`config.mk`:
```
export PLATFORM = sky130hd
export DESIGN_NAME = irc_line_tokenizer_core
export DESIGN_NICKNAME = d
export VERILOG_FILES = /design/src/rtl/irc_lt_pkg.sv /design/src/rtl/irc_line_tokenizer_core.sv /design/src/rtl/irc_lt_queue.sv
export SDC_FILE = /design/constraint.sdc
export NUM_CORES = 1
export LEC_CHECK = 0
export BUFFER_PORTS_ARGS = -buffer_cell sky130_fd_sc_hd__buf_2
export CELL_PAD_IN_SITES_DETAIL_PLACEMENT = 0
export CELL_PAD_IN_SITES_GLOBAL_PLACEMENT = 1
export CORE_MARGIN = 2
export CORE_UTILIZATION = 53
export DETAILED_ROUTE_END_ITERATION = 12
export PLACE_DENSITY = 0.95
export SYNTH_ARGS = -nofsm -noshare
export SYNTH_HDL_FRONTEND = slang
export SYNTH_SLANG_ARGS = --single-unit
```
`constraint.sdc`:
```
create_clock -name clk -period 5.2 [get_ports clk]
set_input_delay 0.26 -clock clk [delete_from_list [all_inputs] [get_ports clk]]
set_output_delay 0.26 -clock clk [all_outputs]
set_load 0.01 [all_outputs]
```
`src/rtl/irc_lt_pkg.sv`:
```
// Shared types and constants for the IRC line tokenizer.
// Holds the result word layout, phase/kind/status codes and the command keyword table.
// No dependencies.
`default_nettype none

package irc_lt_pkg;

    // One classified result word
    typedef struct packed {
        logic [7:0] out_byte;
        logic [2:0] field_kind;
        logic [3:0] param_index;
        logic       token_start;
        logic       line_end;
        logic [3:0] command_type;
        logic [1:0] line_status;
        logic       has_trailing;
        logic [3:0] param_total;
    } res_t;

    // Parser phases
    localparam logic [2:0] PH_START  = 3'd0;
    localparam logic [2:0] PH_PREFIX = 3'd1;
    localparam logic [2:0] PH_GAP    = 3'd2;
    localparam logic [2:0] PH_CMD    = 3'd3;
    localparam logic [2:0] PH_PARAMS = 3'd4;
    localparam logic [2:0] PH_TRAIL  = 3'd5;

    // Field kinds
    localparam logic [2:0] KIND_SKIP     = 3'd0;
    localparam logic [2:0] KIND_PREFIX   = 3'd1;
    localparam logic [2:0] KIND_COMMAND  = 3'd2;
    localparam logic [2:0] KIND_PARAM    = 3'd3;
    localparam logic [2:0] KIND_TRAILING = 3'd4;
    localparam logic [2:0] KIND_LINE_END = 3'd5;

    // Line status codes
    localparam logic [1:0] ST_DISPATCH   = 2'd0;
    localparam logic [1:0] ST_NEED_MORE  = 2'd1;
    localparam logic [1:0] ST_EMPTY_LINE = 2'd2;

    // Command types
    localparam logic [3:0] TYPE_OTHER = 4'd0;
    localparam logic [3:0] TYPE_PING  = 4'd2;
    localparam logic [3:0] TYPE_QUIT  = 4'd8;

    // Byte codes
    localparam logic [7:0] CH_CR    = 8'h0D;
    localparam logic [7:0] CH_LF    = 8'h0A;
    localparam logic [7:0] CH_SP    = 8'h20;
    localparam logic [7:0] CH_TAB   = 8'h09;
    localparam logic [7:0] CH_COLON = 8'h3A;

    // Keyword table, first character in the low byte; index t gives type t+1
    localparam int NUM_KW = 8;
    localparam logic [63:0] KW_BYTES [NUM_KW] = '{
        64'h0000_0000_0050_4143,   // CAP
        64'h0000_0000_474E_4950,   // PING
        64'h0000_0000_5353_4150,   // PASS
        64'h0000_0000_4B43_494E,   // NICK
        64'h0000_0000_5245_5355,   // USER
        64'h0000_0000_4E49_4F4A,   // JOIN
        64'h0047_534D_5649_5250,   // PRIVMSG
        64'h0000_0000_5449_5551    // QUIT
    };
    localparam logic [3:0] KW_LEN [NUM_KW] = '{
        4'd3, 4'd4, 4'd4, 4'd4, 4'd4, 4'd4, 4'd7, 4'd4
    };

    // Output queue geometry
    localparam int          Q_DEPTH = 4;
    localparam int          Q_PW    = 2;
    localparam logic [2:0]  Q_FULL  = 3'd4;
    localparam logic [2:0]  Q_ROOM2 = 3'd2;

endpackage

`default_nettype wire

```
`src/rtl/irc_line_tokenizer_core.sv`:
```
// IRC line tokenizer: tags each received byte with its field and reports each CR LF line.
// Uses irc_lt_pkg (types, codes, keyword table) and irc_lt_queue (result queue).
//
// Usage:
//   Input channel s_*: one received byte per word in s_tdata[7:0].
//   Output channel m_*: one result word per classified byte, plus one word per
//   line end (m_tlast high, m_tuser = line end kind, summary fields in tdata).
// Path: an accepted byte is held in the input register, classified from it and
//   written to the result queue when the queue has room; m_* is driven from the
//   queue head.
// Throughput: one byte per cycle while the result queue has room. A CR is held
//   back until the next byte; a held CR followed by a byte other than LF or CR
//   yields two words from that next byte. The input register advances only while
//   the four-word result queue has two free entries, so a stalled receiver backs
//   up into s_tready after at most four words plus the input register.
// Reset: all line state, the held CR and the queue are cleared; the block
//   starts at the beginning of a line.
`default_nettype none

module irc_line_tokenizer_core #(
    parameter int MAX_KEYWORD_BYTES = 7,
    parameter int PARAM_INDEX_MAX   = 15
) (
    input  wire logic        clk,
    input  wire logic        rst_n,
    input  wire logic        s_tvalid,
    output logic             s_tready,
    input  wire logic [7:0]  s_tdata,   // [7:0] data_byte
    output logic             m_tvalid,
    input  wire logic        m_tready,
    output logic [23:0]      m_tdata,   // [7:0] out_byte, [11:8] param_index,
                                        // [12] token_start, [16:13] command_type,
                                        // [18:17] line_status, [19] has_trailing,
                                        // [23:20] param_total
    output logic [2:0]       m_tuser,   // [2:0] field_kind
    output logic             m_tlast    // line_end
);
    import irc_lt_pkg::*;

    localparam int KW_W  = MAX_KEYWORD_BYTES * 8;
    localparam int LEN_W = $clog2(MAX_KEYWORD_BYTES + 1);
    localparam int PC_W  = $clog2(PARAM_INDEX_MAX + 1);

    typedef struct packed {
        logic [2:0]       phase;
        logic [KW_W-1:0]  kw_bytes;
        logic [LEN_W-1:0] kw_len;
        logic             kw_long;
        logic [PC_W-1:0]  pcount;
        logic             in_tok;
        logic             saw_sp;
        logic             trail;
        logic             has_bytes;
    } line_state_t;

    // Width helper: counter value masked to the 4-bit output fields
    function automatic logic [3:0] to4(input logic [PC_W-1:0] v);
        logic [PC_W+3:0] ext;
        ext = {4'b0000, v};
        return ext[3:0];
    endfunction

    function automatic line_state_t key_append(input line_state_t si, input logic [7:0] b);
        line_state_t so;
        so = si;
        if (si.kw_len < LEN_W'(MAX_KEYWORD_BYTES))
        begin
            so.kw_bytes[8*si.kw_len +: 8] = b;
            so.kw_len = si.kw_len + 1'b1;
        end
        else
        begin
            so.kw_long = 1'b1;
        end
        return so;
    endfunction

    function automatic logic [3:0] key_type(input line_state_t s);
        logic [3:0] ct;
        logic       ok;
        ct = TYPE_OTHER;
        for (int t = 0; t < NUM_KW; t++)
        begin
            ok = (4'(s.kw_len) == KW_LEN[t]) && !s.kw_long && (s.kw_len != '0);
            for (int i = 0; i < MAX_KEYWORD_BYTES; i++)
            begin
                if (4'(i) < KW_LEN[t] && s.kw_bytes[8*i +: 8] != KW_BYTES[t][8*i +: 8])
                begin
                    ok = 1'b0;
                end
            end
            if (ok && ct == TYPE_OTHER)
            begin
                ct = 4'(t + 1);
            end
        end
        return ct;
    endfunction

    // One byte through the field parser
    function automatic void classify(input line_state_t si, input logic [7:0] b,
                                     output line_state_t so, output res_t r);
        so = si;
        r = '0;
        r.out_byte = b;
        so.has_bytes = 1'b1;
        case (si.phase)
            PH_START, PH_GAP:
            begin
                if (b == CH_SP)
                begin
                    r.field_kind = KIND_SKIP;
                end
                else if (si.phase == PH_START && b == CH_COLON)
                begin
                    r.field_kind = KIND_PREFIX;
                    r.token_start = 1'b1;
                    so.phase = PH_PREFIX;
                end
                else
                begin
                    r.field_kind = KIND_COMMAND;
                    r.token_start = 1'b1;
                    so = key_append(so, b);
                    so.phase = PH_CMD;
                end
            end
            PH_PREFIX:
            begin
                if (b == CH_SP)
                begin
                    r.field_kind = KIND_SKIP;
                    so.phase = PH_GAP;
                end
                else
                begin
                    r.field_kind = KIND_PREFIX;
                end
            end
            PH_CMD:
            begin
                if (b == CH_SP)
                begin
                    r.field_kind = KIND_SKIP;
                    so.saw_sp = 1'b1;
                    so.in_tok = 1'b0;
                    so.phase = PH_PARAMS;
                end
                else
                begin
                    r.field_kind = KIND_COMMAND;
                    so = key_append(so, b);
                end
            end
            PH_PARAMS:
            begin
                if (b == CH_COLON)
                begin
                    r.field_kind = KIND_TRAILING;
                    r.token_start = 1'b1;
                    r.param_index = to4(si.pcount);
                    so.trail = 1'b1;
                    so.in_tok = 1'b0;
                    so.phase = PH_TRAIL;
                end
                else if (b inside {CH_SP, [CH_TAB:CH_CR]})
                begin
                    r.field_kind = KIND_SKIP;
                    so.in_tok = 1'b0;
                end
                else
                begin
                    r.field_kind = KIND_PARAM;
                    if (!si.in_tok)
                    begin
                        r.token_start = 1'b1;
                        so.in_tok = 1'b1;
                        if (si.pcount < PC_W'(PARAM_INDEX_MAX))
                        begin
                            so.pcount = si.pcount + 1'b1;
                        end
                    end
                    if (so.pcount != '0)
                    begin
                        r.param_index = to4(so.pcount - 1'b1);
                    end
                end
            end
            default:
            begin
                r.field_kind = KIND_TRAILING;
                r.param_index = to4(si.pcount);
            end
        endcase
    endfunction

    // Line summary word
    function automatic res_t line_done(input line_state_t s);
        res_t r;
        r = '0;
        r.field_kind   = KIND_LINE_END;
        r.line_end     = 1'b1;
        r.command_type = key_type(s);
        r.has_trailing = s.trail;
        r.param_total  = to4(s.pcount);
        if (s.saw_sp)
        begin
            r.line_status = ST_DISPATCH;
        end
        else if (!s.has_bytes)
        begin
            r.line_status = ST_EMPTY_LINE;
        end
        else if (r.command_type == TYPE_PING || r.command_type == TYPE_QUIT)
        begin
            r.line_status = ST_DISPATCH;
        end
        else
        begin
            r.line_status = ST_NEED_MORE;
        end
        return r;
    endfunction

    logic         in_valid_reg;
    logic [7:0]   in_byte_reg;
    line_state_t  st_reg;
    line_state_t  st_next;
    logic         cr_held_reg;
    logic         cr_held_next;
    logic         advance;
    logic         room2;
    logic [1:0]   push_n;
    logic         done_now;
    res_t         res0;
    res_t         res1;
    res_t         head;
    line_state_t  st_mid;

    // Input register
    assign advance  = in_valid_reg && room2;
    assign s_tready = !in_valid_reg || advance;

    always_ff @(posedge clk or negedge rst_n)
    begin
        if (!rst_n)
        begin
            in_valid_reg <= 1'b0;
        end
        else if (s_tready)
        begin
            in_valid_reg <= s_tvalid;
        end
    end

    always_ff @(posedge clk)
    begin
        if (s_tready && s_tvalid)
        begin
            in_byte_reg <= s_tdata;
        end
    end

    // Classification of the registered byte, with the held CR in front of it
    always_comb
    begin
        st_next      = st_reg;
        st_mid       = st_reg;
        cr_held_next = cr_held_reg;
        res0         = '0;
        res1         = '0;
        push_n       = 2'd0;
        done_now     = 1'b0;
        if (cr_held_reg)
        begin
            if (in_byte_reg == CH_LF)
            begin
                res0         = line_done(st_reg);
                st_next      = '0;
                st_next.phase = PH_START;
                cr_held_next = 1'b0;
                push_n       = 2'd1;
                done_now     = 1'b1;
            end
            else
            begin
                classify(st_reg, CH_CR, st_mid, res0);
                st_next = st_mid;
                if (in_byte_reg == CH_CR)
                begin
                    cr_held_next = 1'b1;
                    push_n       = 2'd1;
                end
                else
                begin
                    classify(st_mid, in_byte_reg, st_next, res1);
                    cr_held_next = 1'b0;
                    push_n       = 2'd2;
                end
            end
        end
        else if (in_byte_reg == CH_CR)
        begin
            cr_held_next = 1'b1;
        end
        else
        begin
            classify(st_reg, in_byte_reg, st_next, res0);
            push_n = 2'd1;
        end
    end

    // Line state
    always_ff @(posedge clk or negedge rst_n)
    begin
        if (!rst_n)
        begin
            st_reg       <= '0;
            cr_held_reg  <= 1'b0;
        end
        else if (advance)
        begin
            st_reg       <= st_next;
            cr_held_reg  <= cr_held_next;
        end
    end

    // Result queue
    irc_lt_queue u_queue (
        .clk       (clk),
        .rst_n     (rst_n),
        .push_n    (advance ? push_n : 2'd0),
        .push0     (res0),
        .push1     (res1),
        .room2     (room2),
        .out_valid (m_tvalid),
        .out_word  (head),
        .out_ready (m_tready)
    );

    // Output word packing
    assign m_tdata = {head.param_total, head.has_trailing, head.line_status,
                      head.command_type, head.token_start, head.param_index,
                      head.out_byte};
    assign m_tuser = head.field_kind;
    assign m_tlast = head.line_end;

    // checks
    a_last_is_line_end: assert property (@(posedge clk) disable iff (!rst_n)
        (m_tvalid && m_tlast) |-> (m_tuser == KIND_LINE_END))
        else $error("tlast on a word that is not a line end");

    a_start_kind: assert property (@(posedge clk) disable iff (!rst_n)
        (m_tvalid && m_tdata[12]) |-> (m_tuser != KIND_SKIP && m_tuser != KIND_LINE_END))
        else $error("token start on a skipped or line end word");

    a_line_clears: assert property (@(posedge clk) disable iff (!rst_n)
        (advance && done_now) |=> (st_reg.phase == PH_START && st_reg.pcount == '0
                                   && !cr_held_reg))
        else $error("line state not cleared after line end");

    a_cr_held: assert property (@(posedge clk) disable iff (!rst_n)
        (advance && in_byte_reg == CH_CR) |=> cr_held_reg)
        else $error("CR not held");

endmodule

`default_nettype wire

```
`src/rtl/irc_lt_queue.sv`:
```
// Four-entry IRC line tokenizer result queue: up to two words in, one out per ready cycle.
// Uses irc_lt_pkg for the result word type and queue geometry.
`default_nettype none

module irc_lt_queue (
    input  wire logic              clk,
    input  wire logic              rst_n,
    input  wire logic [1:0]        push_n,    // words to write this cycle, 0..2
    input  wire irc_lt_pkg::res_t  push0,
    input  wire irc_lt_pkg::res_t  push1,
    output logic                   room2,     // at least two free entries
    output logic                   out_valid,
    output irc_lt_pkg::res_t       out_word,
    input  wire logic              out_ready
);
    import irc_lt_pkg::*;

    res_t             entry_reg [Q_DEPTH];
    logic [Q_PW-1:0]  wr_ptr_reg;
    logic [Q_PW-1:0]  rd_ptr_reg;
    logic [2:0]       count_reg;
    logic [2:0]       count_next;
    logic             pop;
    logic [Q_PW-1:0]  wr_ptr1;

    assign pop       = out_valid && out_ready;
    assign out_valid = (count_reg != 3'd0);
    assign out_word  = entry_reg[rd_ptr_reg];
    assign room2     = (count_reg <= Q_ROOM2);
    assign wr_ptr1   = wr_ptr_reg + 1'b1;

    // occupancy
    always_comb
    begin
        count_next = count_reg + {1'b0, push_n} - {2'b00, pop};
    end

    // pointers and count
    always_ff @(posedge clk or negedge rst_n)
    begin
        if (!rst_n)
        begin
            wr_ptr_reg <= '0;
            rd_ptr_reg <= '0;
            count_reg  <= '0;
        end
        else
        begin
            wr_ptr_reg <= wr_ptr_reg + push_n;
            if (pop)
            begin
                rd_ptr_reg <= rd_ptr_reg + 1'b1;
            end
            count_reg <= count_next;
        end
    end

    // storage, no reset needed
    always_ff @(posedge clk)
    begin
        if (push_n != 2'd0)
        begin
            entry_reg[wr_ptr_reg] <= push0;
        end
        if (push_n == 2'd2)
        begin
            entry_reg[wr_ptr1] <= push1;
        end
    end

    // checks
    a_no_overflow: assert property (@(posedge clk) disable iff (!rst_n)
        count_reg <= Q_FULL)
        else $error("result queue overflow");

    a_push_needs_room: assert property (@(posedge clk) disable iff (!rst_n)
        (push_n != 2'd0) |-> (count_reg <= Q_ROOM2))
        else $error("push without room");

endmodule

`default_nettype wire
```
# --- After elaboration in Yosys (flattened, before gate mapping) ---
# Memory sizes are Yosys's and may differ from the RTL's.
# Cells that the tools add are included.
totals:
  reg_bits: 88
  ramBits: 112
  output_inout_bits: 30
  wordCells: 349
  memories: 1
op_classes:
  add_sub_neg: 13
  magnitude_cmp: 7
  n_eq_ne: 61
  shifts: 5
  muxes: 189
  reduce_logical: 58
memory_table:
  columns: ["name", "depth", "width", "read_ports", "rd_clocked_by_memory_dff", "wr", "line_no", "source"]
  rows:
  - ["u_queue.entry_reg", 4, 28, 1, 0, 2, "irc_lt_queue.sv:18", "res_t entry_reg [Q_DEPTH];"]
ops:
  columns: ["cell", "count"]
  rows:
  - ["71-bit 2-to-1 mux", 6]
  - ["60-bit one-hot mux with 2 select lines", 2]
  - ["8-bit by 7-bit != test with 1-bit output (second input constant)", 28]
  - ["59-bit 2-to-1 mux", 3]
  - ["56-bit bitwise mux", 3]
  - ["28-bit 2-to-1 mux", 5]
  - ["68-bit 2-to-1 mux", 2]
  - ["4-bit 2-to-1 mux", 32]
  - ["64-bit 2-to-1 mux", 2]
  - ["63-bit 2-to-1 mux", 2]
  - ["63-bit one-hot mux with 2 select lines", 1]
  - ["8-bit by 34-bit variable shift with 56-bit output (first input constant)", 2]
  - ["8-bit by 34-bit indexed part select with 56-bit output", 2]
  - ["5-bit 2-to-1 mux", 17]
  - ["1-bit 2-to-1 mux", 74]
  - ["6-bit negation with 34-bit output", 2]
  - ["8-bit by 34-bit indexed part select with 56-bit output (first input constant)", 1]
  - ["3-bit one-hot mux with 4 select lines", 4]
  - ["2-bit 2-to-1 mux", 16]
  - ["5-bit one-hot mux with 3 select lines", 2]
  - ["4-bit logical NOT", 7]
  - ["24-bit 2-to-1 mux", 1]
  - ["3-bit != test (second input constant)", 7]
  - ["7-bit AND reduction", 3]
  - ["43 further kinds", 109]

# --- Depth between registers and ports, before layout ---
logic_depth:
  ltp_word: 53
  ltp_mapped: 15
  depth_no_buf: 12

# --- By module ---
# A second synthesis with hierarchy kept.
unflattened:
  hier_cells: 1099
  area_unflattened_um2: 12259.3
by_module_without_submodules:
  columns: ["module", "instances", "cells_per_inst", "area_each_um2"]
  rows:
  - ["irc_line_tokenizer_core", 1, 788, 6287.3]
  - ["irc_lt_queue", 1, 311, 5972.0]

# --- Least setup slack after synthesis ---
# No wires, ideal clock.
synth_timing:
  path_type: "reg-to-reg"
  start: "register st_reg[9] (netlist bit)"
  end: "register st_reg[29] (netlist bit)"
  arrival_ps: 3432
  t_required_ps: 5079
  path_slack_ps: 1647
  stages_incl_launch_ff: 15
  period_less_slack_ps: 3553
  cell_sequence: "dfrtp_1 -> clkbuf_1 -> inv_1 -> ha_1 -> clkbuf_1 -> nor2_1 -> o21ai_0 -> inv_1 -> ha_1 -> ha_1 -> o31a_1 -> nand3_1 -> nor3_1 -> o21ai_0 -> a22o_1"
synth_via:
  elab_chain_cells: 15
  word_cells_on_any_way: 31
  cone_classes: "add/sub: 3; order compare: 2; shift: 5; mux: 21"
synth_rtl:
  columns: ["element", "line_no", "source"]
  rows:
  - ["start: declaration", "irc_line_tokenizer_core.sv:227", "line_state_t st_reg;"]
  - ["start signal: assignment", "irc_line_tokenizer_core.sv:323", "st_reg <= st_next;"]
  - ["3-bit by 1-bit adder with 3-bit output (tied with other cells)", "irc_line_tokenizer_core.sv:69", "so.kw_len = si.kw_len + 1'b1;"]
  - ["59-bit 2-to-1 mux (tied with other cells)", "irc_line_tokenizer_core.sv:66", "if (si.kw_len < LEN_W'(MAX_KEYWORD_BYTES))"]
  - ["63-bit one-hot mux with 2 select lines or 56-bit bitwise mux (tied branches)", "irc_line_tokenizer_core.sv:107, irc_line_tokenizer_core.sv:68", null]
  - ["63-bit 2-to-1 mux or 59-bit 2-to-1 mux (tied branches)", "irc_line_tokenizer_core.sv:276, irc_line_tokenizer_core.sv:66", null]
  - ["63-bit 2-to-1 mux or 63-bit one-hot mux with 2 select lines (tied branches)", "irc_line_tokenizer_core.sv:274, irc_line_tokenizer_core.sv:107", null]
  - ["6-bit negation with 34-bit output or 63-bit 2-to-1 mux (tied branches)", "irc_line_tokenizer_core.sv:68, irc_line_tokenizer_core.sv:276", null]
  - ["8-bit by 34-bit indexed part select with 56-bit output (tied with other cells)", "irc_line_tokenizer_core.sv:68", "so.kw_bytes[8*si.kw_len +: 8] = b;"]
  - ["56-bit bitwise mux", "irc_line_tokenizer_core.sv:68", null]
  - ["59-bit 2-to-1 mux", "irc_line_tokenizer_core.sv:66", null]
  - ["68-bit 2-to-1 mux", "irc_line_tokenizer_core.sv:114", "else if (si.phase == PH_START && b == CH_COLON)"]
  - ["71-bit 2-to-1 mux", "irc_line_tokenizer_core.sv:110", "if (b == CH_SP)"]
  - ["60-bit one-hot mux with 2 select lines", "irc_line_tokenizer_core.sv:107", "case (si.phase)"]
  - ["71-bit 2-to-1 mux", "irc_line_tokenizer_core.sv:289", "if (in_byte_reg == CH_CR)"]
  - ["71-bit 2-to-1 mux", "irc_line_tokenizer_core.sv:276", "if (in_byte_reg == CH_LF)"]
  - ["71-bit 2-to-1 mux *", "irc_line_tokenizer_core.sv:274", "if (cr_held_reg)"]
# Every way passes the cells marked *; elsewhere a longest branch is shown, timed or not. The select of a mux whose other input is x is not followed.
# A chain may end at the register's enable or synchronous reset.

# --- Worst setup path after layout ---
layout_timing:
  start: "register st_reg[70] (netlist bit)"
  end: "register st_reg[33] (netlist bit)"
layout_via:
  elab_chain_cells: 15
  word_cells_on_any_way: 33
  cone_classes: "add/sub: 1; order compare: 1; eq/ne: 7; shift: 2; mux: 14; reduce/logical: 8"
layout_rtl:
  columns: ["element", "line_no"]
  rows:
  - ["3-bit by 2-bit == test with 1-bit output or 3-bit logical NOT (tied branches)", "irc_line_tokenizer_core.sv:107, irc_line_tokenizer_core.sv:114"]
  - ["2-bit OR reduction", "irc_line_tokenizer_core.sv:107"]
  - ["63-bit one-hot mux with 2 select lines", "irc_line_tokenizer_core.sv:107"]
  - ["63-bit 2-to-1 mux", "irc_line_tokenizer_core.sv:276"]
  - ["63-bit 2-to-1 mux", "irc_line_tokenizer_core.sv:274"]
  - ["6-bit negation with 34-bit output", "irc_line_tokenizer_core.sv:68"]
  - ["8-bit by 34-bit indexed part select with 56-bit output or 8-bit by 34-bit variable shift with 56-bit output (tied branches)", "irc_line_tokenizer_core.sv:68"]
  - ["56-bit bitwise mux", "irc_line_tokenizer_core.sv:68"]
  - ["59-bit 2-to-1 mux", "irc_line_tokenizer_core.sv:66"]
  - ["68-bit 2-to-1 mux", "irc_line_tokenizer_core.sv:114"]
  - ["71-bit 2-to-1 mux", "irc_line_tokenizer_core.sv:110"]
  - ["60-bit one-hot mux with 2 select lines", "irc_line_tokenizer_core.sv:107"]
  - ["71-bit 2-to-1 mux", "irc_line_tokenizer_core.sv:289"]
  - ["71-bit 2-to-1 mux", "irc_line_tokenizer_core.sv:276"]
  - ["71-bit 2-to-1 mux", "irc_line_tokenizer_core.sv:274"]
# Parallel ways exist; a longest one is shown, timed or not. The select of a mux whose other input is x is not followed.

==> flow_metrics.env <==
export IMPL_synth_simple_area_share=0.207
export IMPL_ys_seq_area_frac=0.451
export IMPL_cts_sinks=200
export IMPL_start_kind="flop"
export IMPL_whs_path_depth=2
export IMPL_synth_distinct_cells=83
export IMPL_cts_hold_buffers=9
export IMPL_ant_nets=0
export IMPL_met1_usage=0.404
export IMPL_r2r_slack_ns=1.15
export IMPL_grt_max_degree=56
export IMPL_cts_setup_buffers=0
export IMPL_fmaxAchievable_ghz=0.247
export IMPL_cp_arrival_ns=4.38
export IMPL_met2_usage=0.497
export IMPL_worst_pin_slew_ns=1.09
export IMPL_hp_class="primary input to flop"
export IMPL_max_cap_violations=0
export IMPL_num_rows=53
export IMPL_antenna_found_initial=0
export IMPL_cp_required_ns=5.53
export IMPL_gp_congestion=1.03
export IMPL_totalWireLength_mm=33.7
export IMPL_grt_setup_unrepaired="no"
export IMPL_syn2layout_area_growth_pct=9.68
export IMPL_synth_compound_area_share=0.212
export IMPL_critPathKind="flop to flop"
export IMPL_synthesis_area_um2=11400
export IMPL_postLayoutCoreUtil=0.593
export IMPL_cp_max_fo=27
export IMPL_root_buffer="clkbuf_16"
export IMPL_status="finished clean"
export IMPL_largest_reg_flops=112
export IMPL_grt_busiest_layer="met2"
export IMPL_synthArstFlopShare=0.400
export IMPL_p_leak_nw=4.58
export IMPL_synth_warnings=0
export IMPL_p_per_area_nw_per_um2=522
export IMPL_fin_crit_sh=0.779
export IMPL_clk_pin_slew_ns=0.07
export IMPL_n_antenna_cell=0
export IMPL_die_x_um=150
export IMPL_drc_errors=0
export IMPL_cts_resized=0
export IMPL_grt_pass1_vias=9696
export IMPL_synth_cells=1169
export IMPL_drive_gt1_frac=0.135
export IMPL_period_minus_slack_ns=4.05
export IMPL_nFillCells=1781
export IMPL_synth_seq_cells=200
export IMPL_clock_path_buffers=2
export IMPL_fin_nets=1217
export IMPL_synth_edf_count=72
export IMPL_vdd_ir_drop_worst_mv=0.297
export IMPL_synthMuxAreaShare=0.0610
export IMPL_multiInputGateArea_um2=5780
export IMPL_die_h_um=150
export IMPL_vias=10000
export IMPL_grt_pass1_wl_mm=52.9
export IMPL_hold_slack_ns=0.0200
export IMPL_synth_top_family_by_area="compound AO/OA/AOI/OAI gates"
export IMPL_die_area_um2=22600
export IMPL_wire_per_inst_um=22.9
export IMPL_slew_headroom=0.270
export IMPL_clkLatencyLatePin_ns=0.45
export IMPL_hpwl_mm=23.3
export IMPL_overflow=0
export IMPL_min_delay_start="s_tvalid"
export IMPL_worst_r2r_path_depth=11
export IMPL_first_pass_iters=6
export IMPL_r2r_start="st_reg[70]$_DFFE_PN0P_"
export IMPL_portBuffers=41
export IMPL_power_total_mw=6.51
export IMPL_cts_tree="done"
export IMPL_hold_violations=0
export IMPL_seqCellArea_um2=5120
export IMPL_via_per_inst=6.81
export IMPL_reg2reg_to="st_reg[33]$_DFFE_PN0P_"
export IMPL_synthAdderAreaFrac=0.0216
export IMPL_syn_avg_cell_area_um2=9.73
export IMPL_start_util=0.541
export IMPL_finalSetupViolations=0
export IMPL_drtIter0Drc=1145
export IMPL_io_pins=42
export IMPL_track_usage=0.306
export IMPL_core_area_um2=21000
export IMPL_postSynthNetCount=1200
export IMPL_cts_buffers=17
export IMPL_synth_xor_area_frac=0.00693
export IMPL_synth_main_ff_cell="dfrtp_1"
export IMPL_slew_violations=0
export IMPL_tns_ns=0
export IMPL_htreeDepth=4
export IMPL_grt_use_met3=0.0533
export IMPL_hold_end="in_valid_reg$_DFFE_PN0N_"
export IMPL_crit_path_end_kind="flop"
export IMPL_fin_skew_ns=0.0106
==> layout make-up <==
class | instances | share of cell area
clock buffer | 19 | 0.0364
clock inverter | 13 | 0.0103
inverter | 32 | 0.00963
multi-input combinational | 855 | 0.463
sequential | 200 | 0.411
tap | 275 | 0.0276
timing repair buffer | 80 | 0.0419
==> through the flow <==
step	worst slack (ns)	std cells	instance area, µm²
final	1.15	1474	12500
after global routing	0.774	1474	12500
after floorplan	1.65	1169	11400
after CTS	1.32	1474	12500
after global placement	1.44	1433	11800
after detailed placement	1.34	1433	11800
==> layout by cell type, fill, tap and decap left out, types with 10 or more instances in the layout <==
cell,count
nand2_1,137
o21ai_0,95
dfrtp_1,80
edfxtp_1,72
nor2_1,54
dfxtp_1,48
a21oi_1,46
o22ai_1,40
buf_2,40
inv_1,32
and2_1,31
nor3_1,31
buf_4,31
nand3_1,30
mux4_2,28
a22o_1,27
nor4_1,19
nand2b_1,18
ha_1,18
clkbuf_16,18
nand4_1,17
nor2b_1,14
a31oi_1,13
or3_1,12
o31ai_1,11
a211oi_1,11
and3_1,11
a32o_1,10
==> per-layer routing <==
metal,wire length (µm),vias to the layer above
met2,15800,536
met5,0,-
met3,2910,128
met1,13800,4869
met4,1220,0
li1,-,4502
==> worst max path at each step <==
stage	start	slack (ns)	cells past startpoint	end
floorplan	st_reg[9]$_DFFE_PN0P_	1.65	14	st_reg[29]$_DFFE_PN0P_
global placement	st_reg[70]$_DFFE_PN0P_	1.44	11	st_reg[33]$_DFFE_PN0P_
detailed placement	st_reg[70]$_DFFE_PN0P_	1.34	11	st_reg[35]$_DFFE_PN0P_
CTS	st_reg[70]$_DFFE_PN0P_	1.32	11	st_reg[33]$_DFFE_PN0P_
global route	st_reg[70]$_DFFE_PN0P_	0.77	11	st_reg[34]$_DFFE_PN0P_
finish	st_reg[70]$_DFFE_PN0P_	1.15	11	st_reg[33]$_DFFE_PN0P_
==> kinds of logic (layout without fill, tap and decap cells) <==
group	count (synthesis)	after routing
adders and majority gates	19	19
buffers and inverters	114	144
AOI/OAI and AO/OA	355	355
xor gates and xnor gates	9	9
muxes	34	34
and+or+nand+nor	438	438
DFF	200	200
==> cell usage after synthesis (all sizes together), types with 19 or more instances <==
cell / n / area share
a21oi: 46 / 0.020
clkbuf: 63 / 0.021
mux4: 28 / 0.055
o21ai: 101 / 0.044
and2: 31 / 0.017
inv: 32 / 0.011
a22o: 27 / 0.021
dfrtp: 80 / 0.18
nand3: 30 / 0.013
o22ai: 40 / 0.022
nand2: 137 / 0.045
nor3: 31 / 0.014
nor4: 20 / 0.012
dfxtp: 48 / 0.085
edfxtp: 72 / 0.19
nor2: 54 / 0.018
buf: 19 / 0.0099
==> worst max-delay path: stages (launching register included) <==
cell	delay (ns)
dfrtp_1	0.70
inv_1	0.50
nand2_1	0.13
o21ai_0	0.45
inv_1	0.13
ha_1	0.21
ha_1	0.44
o31a_1	0.21
nand3_1	0.14
nor3_1	0.40
o21ai_0	0.32
a22o_1	0.31
==> power by group <==
| part | switching (mW) | internal, mW | total, mW |
|---|---|---|---|
| clock | 0.656 | 0.667 | 1.32 |
| sequential | 0.293 | 2.01 | 2.30 |
| combinational | 1.81 | 1.08 | 2.89 |
(Power assumes the default switching activity.)
